## config.mk

```make
export PLATFORM = sky130hd
export DESIGN_NAME = sha1_stream_hasher_unit
export DESIGN_NICKNAME = d
export VERILOG_FILES = /design/src/rtl/core/sha1sh_pkg.sv /design/src/rtl/core/sha1sh_front.sv /design/src/rtl/core/sha1sh_blkq.sv /design/src/rtl/core/sha1sh_engine.sv /design/src/rtl/core/sha1sh_out.sv /design/src/rtl/core/sha1_stream_hasher_unit.sv
export SDC_FILE = /design/constraint.sdc
export NUM_CORES = 2
export LEC_CHECK = 0
export BUFFER_PORTS_ARGS = -buffer_cell sky130_fd_sc_hd__buf_4
export CAP_MARGIN = 40
export CORE_MARGIN = 8
export CORE_UTILIZATION = 62
export CTS_CLUSTER_DIAMETER = 120
export DETAILED_ROUTE_END_ITERATION = 10
export PLACE_DENSITY_LB_ADDON = 0.2
export SYNTH_ARGS = -nofsm -noshare
export SYNTH_HDL_FRONTEND = slang
export SYNTH_HIERARCHICAL = 1
export SYNTH_SLANG_ARGS = --single-unit
export TNS_END_PERCENT = 10
```

## constraint.sdc

```tcl
create_clock -name clk_i -period 31.2 [get_ports clk_i]
set_input_delay 3.12 -clock clk_i [delete_from_list [all_inputs] [get_ports clk_i]]
set_output_delay 3.12 -clock clk_i [all_outputs]
set_load 0.02 [all_outputs]
```

## src/rtl/core/sha1sh_pkg.sv

```systemverilog
// ----------------------------------------------------------------------------
// sha1sh_pkg
// Shared types, constants and helpers for the SHA-1 stream hasher.
// ----------------------------------------------------------------------------
package sha1sh_pkg;

  localparam int unsigned WordW     = 32;
  localparam int unsigned BlkWords  = 16;
  localparam int unsigned BlkBytes  = 64;
  localparam int unsigned DigWords  = 5;
  localparam int unsigned NumRounds = 80;
  localparam int unsigned LenW      = 61;
  localparam int unsigned FillW     = 6;
  localparam int unsigned RoundW    = 7;
  localparam int unsigned IdxW      = 3;

  // Block queue between front and engine
  localparam int unsigned QDepth = 2;
  localparam int unsigned QPtrW  = $clog2(QDepth);
  localparam int unsigned QCntW  = $clog2(QDepth + 1);

  // Byte position where the 64-bit length field starts
  localparam logic [FillW-1:0] LenPos  = 6'd56;
  localparam logic [7:0]       PadByte = 8'h80;

  localparam logic [WordW-1:0] K0 = 32'h5A827999;
  localparam logic [WordW-1:0] K1 = 32'h6ED9EBA1;
  localparam logic [WordW-1:0] K2 = 32'h8F1BBCDC;
  localparam logic [WordW-1:0] K3 = 32'hCA62C1D6;

  // Initial chaining value, index 0 is h0
  localparam logic [DigWords-1:0][WordW-1:0] InitChain = {
    32'hC3D2E1F0, 32'h10325476, 32'h98BADCFE, 32'hEFCDAB89, 32'h67452301
  };

  localparam logic [RoundW-1:0] LastRound = 7'(NumRounds - 1);
  localparam logic [IdxW-1:0]   LastIdx   = 3'(DigWords - 1);

  typedef logic [BlkWords-1:0][WordW-1:0] blk_words_t;
  typedef logic [DigWords-1:0][WordW-1:0] dig_words_t;

  // One 512-bit block plus a flag for the final block of a message
  typedef struct packed {
    blk_words_t words;
    logic       last;
  } blk_t;

  // Finished digest handed from the engine to the output stage
  typedef struct packed {
    logic       valid;
    dig_words_t words;
  } dig_t;

  function automatic logic [WordW-1:0] rotl1(input logic [WordW-1:0] x);
    return {x[WordW-2:0], x[WordW-1]};
  endfunction

  function automatic logic [WordW-1:0] rotl5(input logic [WordW-1:0] x);
    return {x[WordW-6:0], x[WordW-1:WordW-5]};
  endfunction

  function automatic logic [WordW-1:0] rotl30(input logic [WordW-1:0] x);
    return {x[1:0], x[WordW-1:2]};
  endfunction

  // Round function plus round constant
  function automatic logic [WordW-1:0] round_fk(input logic [RoundW-1:0] r,
                                                input logic [WordW-1:0] b,
                                                input logic [WordW-1:0] c,
                                                input logic [WordW-1:0] d);
    logic [WordW-1:0] res;
    priority if (r < 7'd20) begin
      res = ((b & c) | (~b & d)) + K0;
    end else if (r < 7'd40) begin
      res = (b ^ c ^ d) + K1;
    end else if (r < 7'd60) begin
      res = ((b & c) | (b & d) | (c & d)) + K2;
    end else begin
      res = (b ^ c ^ d) + K3;
    end
    return res;
  endfunction

endpackage

```

## src/rtl/core/sha1sh_front.sv

```systemverilog
// ----------------------------------------------------------------------------
// sha1sh_front
// Packs incoming bytes into a block buffer and emits data and padding blocks.
// ----------------------------------------------------------------------------
module sha1sh_front (
  input  logic              clk_i,
  input  logic              rst_ni,
  input  logic [7:0]        data_byte_i,
  input  logic              has_byte_i,
  input  logic              end_of_message_i,
  input  logic              push,
  output logic              full,
  output sha1sh_pkg::blk_t  blk_o,
  output logic              blk_push_o,
  input  logic              blk_full_i
);
  import sha1sh_pkg::*;

  typedef enum logic [3:0] {
    F_RUN   = 4'b0001,
    F_FLUSH = 4'b0010,
    F_PAD1  = 4'b0100,
    F_PAD2  = 4'b1000
  } front_state_e;

  front_state_e     state_q, state_d;
  logic [FillW-1:0] fill_q, fill_d;
  logic [LenW-1:0]  len_q, len_d;
  logic             eom_pend_q, eom_pend_d;
  blk_words_t       buf_q;
  blk_words_t       pad_words;
  logic [63:0]      bit_len;
  logic             accept;
  logic             short_pad;

  assign full      = (state_q != F_RUN);
  assign accept    = push && !full;
  assign bit_len   = {len_q, 3'b000};
  assign short_pad = (fill_q < LenPos);

  // Padded block: first pad block keeps data below fill, then 0x80;
  // length goes in when it fits (or always in the second pad block).
  always_comb begin
    logic [7:0]       b;
    logic [FillW-1:0] p;
    pad_words = '0;
    for (int w = 0; w < BlkWords; w++) begin
      for (int l = 0; l < 4; l++) begin
        p = FillW'(4 * w + l);
        if (state_q == F_PAD2) begin
          b = 8'h00;
        end else if (p < fill_q) begin
          b = buf_q[w][8*(3-l) +: 8];
        end else if (p == fill_q) begin
          b = PadByte;
        end else begin
          b = 8'h00;
        end
        if ((state_q == F_PAD2 || short_pad) && p >= LenPos) begin
          b = bit_len[8*(63-(4*w+l)) +: 8];
        end
        pad_words[w][8*(3-l) +: 8] = b;
      end
    end
  end

  always_comb begin
    blk_push_o = (state_q != F_RUN) && !blk_full_i;
    if (state_q == F_FLUSH) begin
      blk_o.words = buf_q;
      blk_o.last  = 1'b0;
    end else begin
      blk_o.words = pad_words;
      blk_o.last  = (state_q == F_PAD2) || short_pad;
    end
  end

  always_comb begin
    state_d    = state_q;
    fill_d     = fill_q;
    len_d      = len_q;
    eom_pend_d = eom_pend_q;
    unique case (state_q)
      F_RUN: begin
        if (accept) begin
          if (has_byte_i) begin
            fill_d = fill_q + 1'b1;
            len_d  = len_q + 1'b1;
            if (fill_q == FillW'(BlkBytes - 1)) begin
              state_d    = F_FLUSH;
              eom_pend_d = end_of_message_i;
            end else if (end_of_message_i) begin
              state_d = F_PAD1;
            end
          end else if (end_of_message_i) begin
            state_d = F_PAD1;
          end
        end
      end
      F_FLUSH: begin
        if (blk_push_o) begin
          state_d = eom_pend_q ? F_PAD1 : F_RUN;
        end
      end
      F_PAD1: begin
        if (blk_push_o) begin
          if (short_pad) begin
            state_d = F_RUN;
            fill_d  = '0;
            len_d   = '0;
          end else begin
            state_d = F_PAD2;
          end
        end
      end
      F_PAD2: begin
        if (blk_push_o) begin
          state_d = F_RUN;
          fill_d  = '0;
          len_d   = '0;
        end
      end
      default: state_d = F_RUN;
    endcase
  end

  always_ff @(posedge clk_i or negedge rst_ni) begin
    if (!rst_ni) begin
      state_q    <= F_RUN;
      fill_q     <= '0;
      len_q      <= '0;
      eom_pend_q <= 1'b0;
    end else begin
      state_q    <= state_d;
      fill_q     <= fill_d;
      len_q      <= len_d;
      eom_pend_q <= eom_pend_d;
    end
  end

  // Byte lane write, big-endian within each word
  always_ff @(posedge clk_i) begin
    if (accept && has_byte_i) begin
      buf_q[fill_q[5:2]][{~fill_q[1:0], 3'b000} +: 8] <= data_byte_i;
    end
  end

endmodule

```

## src/rtl/core/sha1sh_blkq.sv

```systemverilog
// ----------------------------------------------------------------------------
// sha1sh_blkq
// Short block queue that decouples the front from the compression engine.
// ----------------------------------------------------------------------------
module sha1sh_blkq (
  input  logic             clk_i,
  input  logic             rst_ni,
  input  logic             push_i,
  input  sha1sh_pkg::blk_t data_i,
  output logic             full_o,
  input  logic             pop_i,
  output sha1sh_pkg::blk_t data_o,
  output logic             empty_o
);
  import sha1sh_pkg::*;

  blk_t             mem_q [QDepth];
  logic [QPtrW-1:0] wr_ptr_q, rd_ptr_q;
  logic [QCntW-1:0] cnt_q;
  logic             do_push, do_pop;

  assign full_o  = (cnt_q == QCntW'(QDepth));
  assign empty_o = (cnt_q == '0);
  assign do_push = push_i && !full_o;
  assign do_pop  = pop_i && !empty_o;
  assign data_o  = mem_q[rd_ptr_q];

  always_ff @(posedge clk_i) begin
    if (do_push) begin
      mem_q[wr_ptr_q] <= data_i;
    end
  end

  always_ff @(posedge clk_i or negedge rst_ni) begin
    if (!rst_ni) begin
      wr_ptr_q <= '0;
      rd_ptr_q <= '0;
      cnt_q    <= '0;
    end else begin
      if (do_push) begin
        wr_ptr_q <= wr_ptr_q + 1'b1;
      end
      if (do_pop) begin
        rd_ptr_q <= rd_ptr_q + 1'b1;
      end
      if (do_push && !do_pop) begin
        cnt_q <= cnt_q + 1'b1;
      end else if (do_pop && !do_push) begin
        cnt_q <= cnt_q - 1'b1;
      end
    end
  end

endmodule

```

## src/rtl/core/sha1sh_engine.sv

```systemverilog
// ----------------------------------------------------------------------------
// sha1sh_engine
// SHA-1 compression, one round per cycle with a rolling schedule window.
// ----------------------------------------------------------------------------
module sha1sh_engine (
  input  logic             clk_i,
  input  logic             rst_ni,
  input  sha1sh_pkg::blk_t blk_i,
  input  logic             blk_empty_i,
  output logic             blk_pop_o,
  output sha1sh_pkg::dig_t dig_o,
  input  logic             dig_free_i
);
  import sha1sh_pkg::*;

  typedef enum logic [2:0] {
    E_IDLE   = 3'b001,
    E_ROUND  = 3'b010,
    E_UPDATE = 3'b100
  } eng_state_e;

  eng_state_e                  state_q, state_d;
  logic [RoundW-1:0]           round_q;
  logic                        last_q;
  dig_words_t                  chain_q;
  logic [DigWords-1:0][WordW-1:0] vars_q;
  blk_words_t                  win_q;
  logic [WordW-1:0]            w_next, t;
  dig_words_t                  sum;
  logic                        update_go;

  // win_q holds w[r] .. w[r+15]; w[r+16] is formed every round
  assign w_next = rotl1(win_q[13] ^ win_q[8] ^ win_q[2] ^ win_q[0]);
  assign t = round_fk(round_q, vars_q[1], vars_q[2], vars_q[3])
           + rotl5(vars_q[0]) + vars_q[4] + win_q[0];

  always_comb begin
    for (int k = 0; k < DigWords; k++) begin
      sum[k] = chain_q[k] + vars_q[k];
    end
  end

  assign blk_pop_o   = (state_q == E_IDLE) && !blk_empty_i;
  assign update_go   = (state_q == E_UPDATE) && (!last_q || dig_free_i);
  assign dig_o.valid = update_go && last_q;
  assign dig_o.words = sum;

  always_comb begin
    state_d = state_q;
    unique case (state_q)
      E_IDLE:   if (blk_pop_o) state_d = E_ROUND;
      E_ROUND:  if (round_q == LastRound) state_d = E_UPDATE;
      E_UPDATE: if (update_go) state_d = E_IDLE;
      default:  state_d = E_IDLE;
    endcase
  end

  always_ff @(posedge clk_i or negedge rst_ni) begin
    if (!rst_ni) begin
      state_q <= E_IDLE;
      round_q <= '0;
      last_q  <= 1'b0;
      chain_q <= InitChain;
    end else begin
      state_q <= state_d;
      if (blk_pop_o) begin
        round_q <= '0;
        last_q  <= blk_i.last;
      end else if (state_q == E_ROUND) begin
        round_q <= round_q + 1'b1;
      end
      if (update_go) begin
        chain_q <= last_q ? InitChain : sum;
      end
    end
  end

  always_ff @(posedge clk_i) begin
    if (blk_pop_o) begin
      win_q  <= blk_i.words;
      vars_q <= chain_q;
    end else if (state_q == E_ROUND) begin
      win_q     <= {w_next, win_q[BlkWords-1:1]};
      vars_q[4] <= vars_q[3];
      vars_q[3] <= vars_q[2];
      vars_q[2] <= rotl30(vars_q[1]);
      vars_q[1] <= vars_q[0];
      vars_q[0] <= t;
    end
  end

endmodule

```

## src/rtl/core/sha1sh_out.sv

```systemverilog
// ----------------------------------------------------------------------------
// sha1sh_out
// Holds a finished digest and hands it out one word per transaction.
// ----------------------------------------------------------------------------
module sha1sh_out (
  input  logic                       clk_i,
  input  logic                       rst_ni,
  input  sha1sh_pkg::dig_t           dig_i,
  output logic                       dig_free_o,
  output logic                       empty,
  input  logic                       pop,
  output logic [sha1sh_pkg::WordW-1:0] digest_word_o,
  output logic [sha1sh_pkg::IdxW-1:0]  word_index_o,
  output logic                       last_word_o
);
  import sha1sh_pkg::*;

  logic             valid_q;
  logic [IdxW-1:0]  idx_q;
  logic [WordW-1:0] words_q [DigWords];

  assign empty         = !valid_q;
  assign dig_free_o    = !valid_q;
  assign digest_word_o = words_q[idx_q];
  assign word_index_o  = idx_q;
  assign last_word_o   = (idx_q == LastIdx);

  always_ff @(posedge clk_i or negedge rst_ni) begin
    if (!rst_ni) begin
      valid_q <= 1'b0;
      idx_q   <= '0;
    end else if (dig_i.valid) begin
      valid_q <= 1'b1;
      idx_q   <= '0;
    end else if (pop && valid_q) begin
      if (idx_q == LastIdx) begin
        valid_q <= 1'b0;
        idx_q   <= '0;
      end else begin
        idx_q <= idx_q + 1'b1;
      end
    end
  end

  always_ff @(posedge clk_i) begin
    if (dig_i.valid) begin
      for (int k = 0; k < DigWords; k++) begin
        words_q[k] <= dig_i.words[k];
      end
    end
  end

endmodule

```

## src/rtl/core/sha1_stream_hasher_unit.sv

```systemverilog
// ----------------------------------------------------------------------------
// sha1_stream_hasher_unit
// SHA-1 over a byte stream; five digest words per message.
// ----------------------------------------------------------------------------
// Throughput: one input transaction per cycle while the front packs a block;
// the front holds off input while it hands a full block or the one or two
// padding blocks to the queue. Sustained rate is set by the compression
// engine, which loads each block, runs 80 rounds and updates the chain.
// The first digest word is registered in the output stage when the engine
// finishes the chain update for the last padding block.
// Reset: control state clears, chain = IV.
module sha1_stream_hasher_unit (
  input  logic        clk_i,
  input  logic        rst_ni,
  // input queue side
  input  logic [7:0]  data_byte_i,
  input  logic        has_byte_i,
  input  logic        end_of_message_i,
  input  logic        push,
  output logic        full,
  // result queue side
  output logic [31:0] digest_word_o,
  output logic [2:0]  word_index_o,
  output logic        last_word_o,
  output logic        empty,
  input  logic        pop
);
  import sha1sh_pkg::*;

  // Front -> block queue
  blk_t fr_blk;
  logic fr_push;
  logic q_full;

  // Block queue -> engine
  blk_t q_blk;
  logic q_empty;
  logic eng_pop;

  // Engine -> output stage
  dig_t eng_dig;
  logic out_free;

  // Front: accepts a transaction per cycle while not full, packs bytes
  // big-endian, and turns the end of a message into one or two padding
  // blocks carrying the 0x80 marker and the 64-bit bit length.
  sha1sh_front u_front (
    .clk_i            (clk_i),
    .rst_ni           (rst_ni),
    .data_byte_i      (data_byte_i),
    .has_byte_i       (has_byte_i),
    .end_of_message_i (end_of_message_i),
    .push             (push),
    .full             (full),
    .blk_o            (fr_blk),
    .blk_push_o       (fr_push),
    .blk_full_i       (q_full)
  );

  // Two-entry block queue: the front keeps filling the next block while
  // the engine is still grinding on the previous one.
  sha1sh_blkq u_blkq (
    .clk_i   (clk_i),
    .rst_ni  (rst_ni),
    .push_i  (fr_push),
    .data_i  (fr_blk),
    .full_o  (q_full),
    .pop_i   (eng_pop),
    .data_o  (q_blk),
    .empty_o (q_empty)
  );

  // Engine: one round per cycle; after the final block of a message it
  // publishes the digest and reloads the initial chaining value. It holds
  // in the update step while the previous digest is still being read.
  sha1sh_engine u_engine (
    .clk_i       (clk_i),
    .rst_ni      (rst_ni),
    .blk_i       (q_blk),
    .blk_empty_i (q_empty),
    .blk_pop_o   (eng_pop),
    .dig_o       (eng_dig),
    .dig_free_i  (out_free)
  );

  // Output stage: digest words h0..h4, one per pop transaction.
  sha1sh_out u_out (
    .clk_i         (clk_i),
    .rst_ni        (rst_ni),
    .dig_i         (eng_dig),
    .dig_free_o    (out_free),
    .empty         (empty),
    .pop           (pop),
    .digest_word_o (digest_word_o),
    .word_index_o  (word_index_o),
    .last_word_o   (last_word_o)
  );

endmodule

```

==> out/metrics.yaml <==
status:
  outcome: "finished clean"
floorplanning:
  rows: 162
  die_h_um: 457
  ioPinCount: 52
  floorplan.die.width_um: 457
  fp.coreArea_um2: 194000
  start_util: 0.621
  die-area_um2: 209000
global_routing:
  globalRouteOverflowTotal: 0
  grt_pass1_vias: 74500
  grt_pass1_wl_um: 484000
  grtUsageTotal: 0.308
  grt_max_degree: 179
  antenna_found_initial: 19
critical_path:
  worst_ep_arrival_time_ns: 8.09
  timing.rr.end: "u_engine/vars_q[30]$_DFFE_PP_"
  path_max_fanout: 4
  reg2regPathDepth: 23
  rrSetupSlack_ns: 23.73
  startpoint_type: "register"
  cp.required_ns: 31.82
  endpoint_kind: "register"
  rr_startpoint: "u_engine/vars_q[33]$_DFFE_PP_"
  worstSetupPathType: "register to register"
final_layout:
  area_growth_pct: 10.3
  stdcell_area_um2: 133000
  final_common_cell: "edfxtp_1"
  drive_gt1_frac: 0.139
  final_cell_mix: "edfxtp_1 (2,370), nand2_1 (2,128), mux2_4 (460), and2_1 (353), nor2_1 (331)"
  layoutNonFillerInstCount: 12100
  fillCellCount: 13100
  nNetsFinal: 9646
clock_tree:
  ctsHoldBuffers: 0
  cts_buffers: 284
  cts.repair.resized: 0
  clockRootBuffer: "clkbuf_16"
  path_clk_slew_ns: 0.06
  cts_buffer_depth: 4
  cts_tree: "yes"
  cts.htree.levels: 5
  clkLatencyLatePin_ns: 0.92
  post_cts_buffers: 0
  clock-sinks: 2621
power:
  p_leak_uw: 0.0532
  power-per-cell-area_nw_per_um2: 66.9
  irDropWorstVdd_mv: 0.0861
routing:
  vias: 75900
  drt_iter0_drc: 8307
  avgRoutedWirePerCell_um: 27.5
  totalWireLength_um: 332000
  ant_nets: 0
  dr.pass1.iters: 7
  via_per_inst: 6.28
  drc: 0
yosys:
  synthCells: 9210
  synth_seq_cells: 2621
  syn-num-nets: 9524
  async_reset_ff_frac: 0.0958
  synth_area_um2: 121000
  synth_top_family_by_area: "simple AND/OR/NAND/NOR gates"
  yosysUniqueCellTypes: 116
  synth_compound_area_frac: 0.0727
  syn_avg_cell_area_um2: 13.1
  synth-seq-area-share: 0.643
  synthSimpleGateAreaFrac: 0.127
  synthMuxAreaShare: 0.0693
  yosysWarnings: 6
  synth-xor-area-share: 0.0254
  synth-edff-count: 2370
  synth_flop_cell: "edfxtp_1"
  synth_adder_area_share: 0.0373
sta:
  hold_violations: 0
  max_freq_mhz: 134
  slew_headroom: 0.160
  finalCritPeriodShare: 0.239
  worst_pin_slew_ns: 1.26
  drv_slew: 0
  rsz0062_at_grt: "false"
  whs_ns: 0.491
  fin_crit_ns: 7.47
  fin_skew_ns: 0.0582
  setup_viol: 0
  tns_ns: 0
placed_design:
  dpl-instance-area_um2: 124000
  place_inst: 11600
  gp_congestion: 0.979
  port_buffers: 51
  post-dp-hpwl_um: 222000
flow_run:
  maxCapViolCount: 0
worst_hold_path:
  whs_endpoint: "u_engine/win_q[308]$_DFFE_PP_"
  hp-start: "u_engine/win_q[340]$_DFFE_PP_"
  hold_depth: 2
  hp-class: "register to register"
flip-flops by register name, indices dropped and copies added (netlist names), 2 cells and up:
name,count
u_out/word_index_o,3
u_engine/vars_q,160
u_blkq/cnt_q,2
u_engine/round_q,7
u_front/state_q,4
u_engine/chain_q,160
u_engine/state_q,3
u_front/fill_q,6
u_blkq/mem_q,1026
u_front/buf_q,512
u_out/words_q,160
u_front/len_q,61
u_engine/win_q,512
through the flow:
stage	utilization	total power, µW	setup WS [ns]
2_1_floorplan	-	5700	7.70
6_report	0.685	8890	23.73
5_1_grt	0.685	9140	23.26
3_3_place_gp	0.634	5660	23.88
3_5_place_dp	0.640	5740	23.79
4_1_cts	0.685	8930	23.76
synthesized netlist by cell type (63+ instances only):
cell type	n	area share
clkbuf_1	265	0.0083
nand2_1	2129	0.066
mux2_2	63	0.0059
nand3_1	113	0.0047
dfrtp_1	169	0.035
a21o_1	81	0.0050
xnor2_1	259	0.019
xor2_1	91	0.0066
o22a_1	79	0.0057
inv_1	186	0.0058
o21ai_0	319	0.013
mux2_4	460	0.057
nor2b_1	85	0.0044
dfstp_2	82	0.018
and3_1	106	0.0055
nor2_1	336	0.010
a22o_1	96	0.0070
edfxtp_1	2370	0.59
and2_1	356	0.018
fa_1	99	0.016
a21oi_1	294	0.012
mux2i_1	72	0.0060
ha_1	201	0.021
worst max-delay path, stage by stage (launching register included):
cell and delay [ns]:
edfxtp_1 0.44, inv_1 0.12, fa_1 0.54, inv_1 0.11
ha_1 0.20, nor4bb_1 0.69, o21ai_0 0.32, a21oi_1 0.31
nor2b_1 0.12, a221o_1 0.36, a221oi_1 0.36, a21oi_1 0.09
fa_1 0.46, ha_1 0.35, and3_1 0.19, a21boi_0 0.08
o211ai_1 0.45, a31oi_1 0.24, o21ai_0 0.36, a221o_1 0.30
a41oi_1 0.23, a2111oi_0 0.61, o21a_1 0.18, o31ai_1 0.06
cell families after synthesis:
family	Yosys count
simple gates	3429
buf+inv	601
compound gates	1313
xor+xnor	350
mux	596
flops	2621
fa+ha+maj	300
final cells by class:
cell class | count | area (µm²) | area share
flip-flops and latches | 2621 | 77600 | 0.583
multi-input cells | 5988 | 40200 | 0.302
clock buffers | 361 | 7720 | 0.0580
well taps | 2542 | 3180 | 0.0239
repair buffers | 249 | 2550 | 0.0192
clock inverters | 122 | 1020 | 0.00767
inverters | 188 | 713 | 0.00536
diodes | 13 | 32.5 | 0.000245
metal layers:
metal	GRT usage	up-vias	routed length (µm)
met5	0	-	17
met4	0.149	2	19100
met3	0.0598	791	27900
met2	0.503	3608	158000
met1	0.400	38000	127000
li1	-	33500	-
how the worst max path moves through the flow:
stage	endpoint	from	cells after the start	slack (ns)
after floorplan	u_blkq/mem_q[0][0]$_DFFE_PP_	u_blkq/cnt_q[0]$_DFFE_PN0P_	5	7.70
after global placement	u_engine/vars_q[30]$_DFFE_PP_	u_engine/vars_q[33]$_DFFE_PP_	23	23.88
after detailed placement	u_engine/vars_q[30]$_DFFE_PP_	u_engine/vars_q[33]$_DFFE_PP_	23	23.79
after CTS	u_engine/vars_q[30]$_DFFE_PP_	u_engine/vars_q[33]$_DFFE_PP_	23	23.76
after global routing	u_engine/vars_q[30]$_DFFE_PP_	u_engine/vars_q[33]$_DFFE_PP_	23	23.26
final	u_engine/vars_q[30]$_DFFE_PP_	u_engine/vars_q[33]$_DFFE_PP_	23	23.73
power by group:
group          leakage, µW  internal (µW)  switching, µW
clock network      0.00429           1880           1330
logic               0.0226            361            712
registers           0.0263           4470            137
total               0.0532           6720           2180
Note: power is estimated with default switching activity, not from simulation.
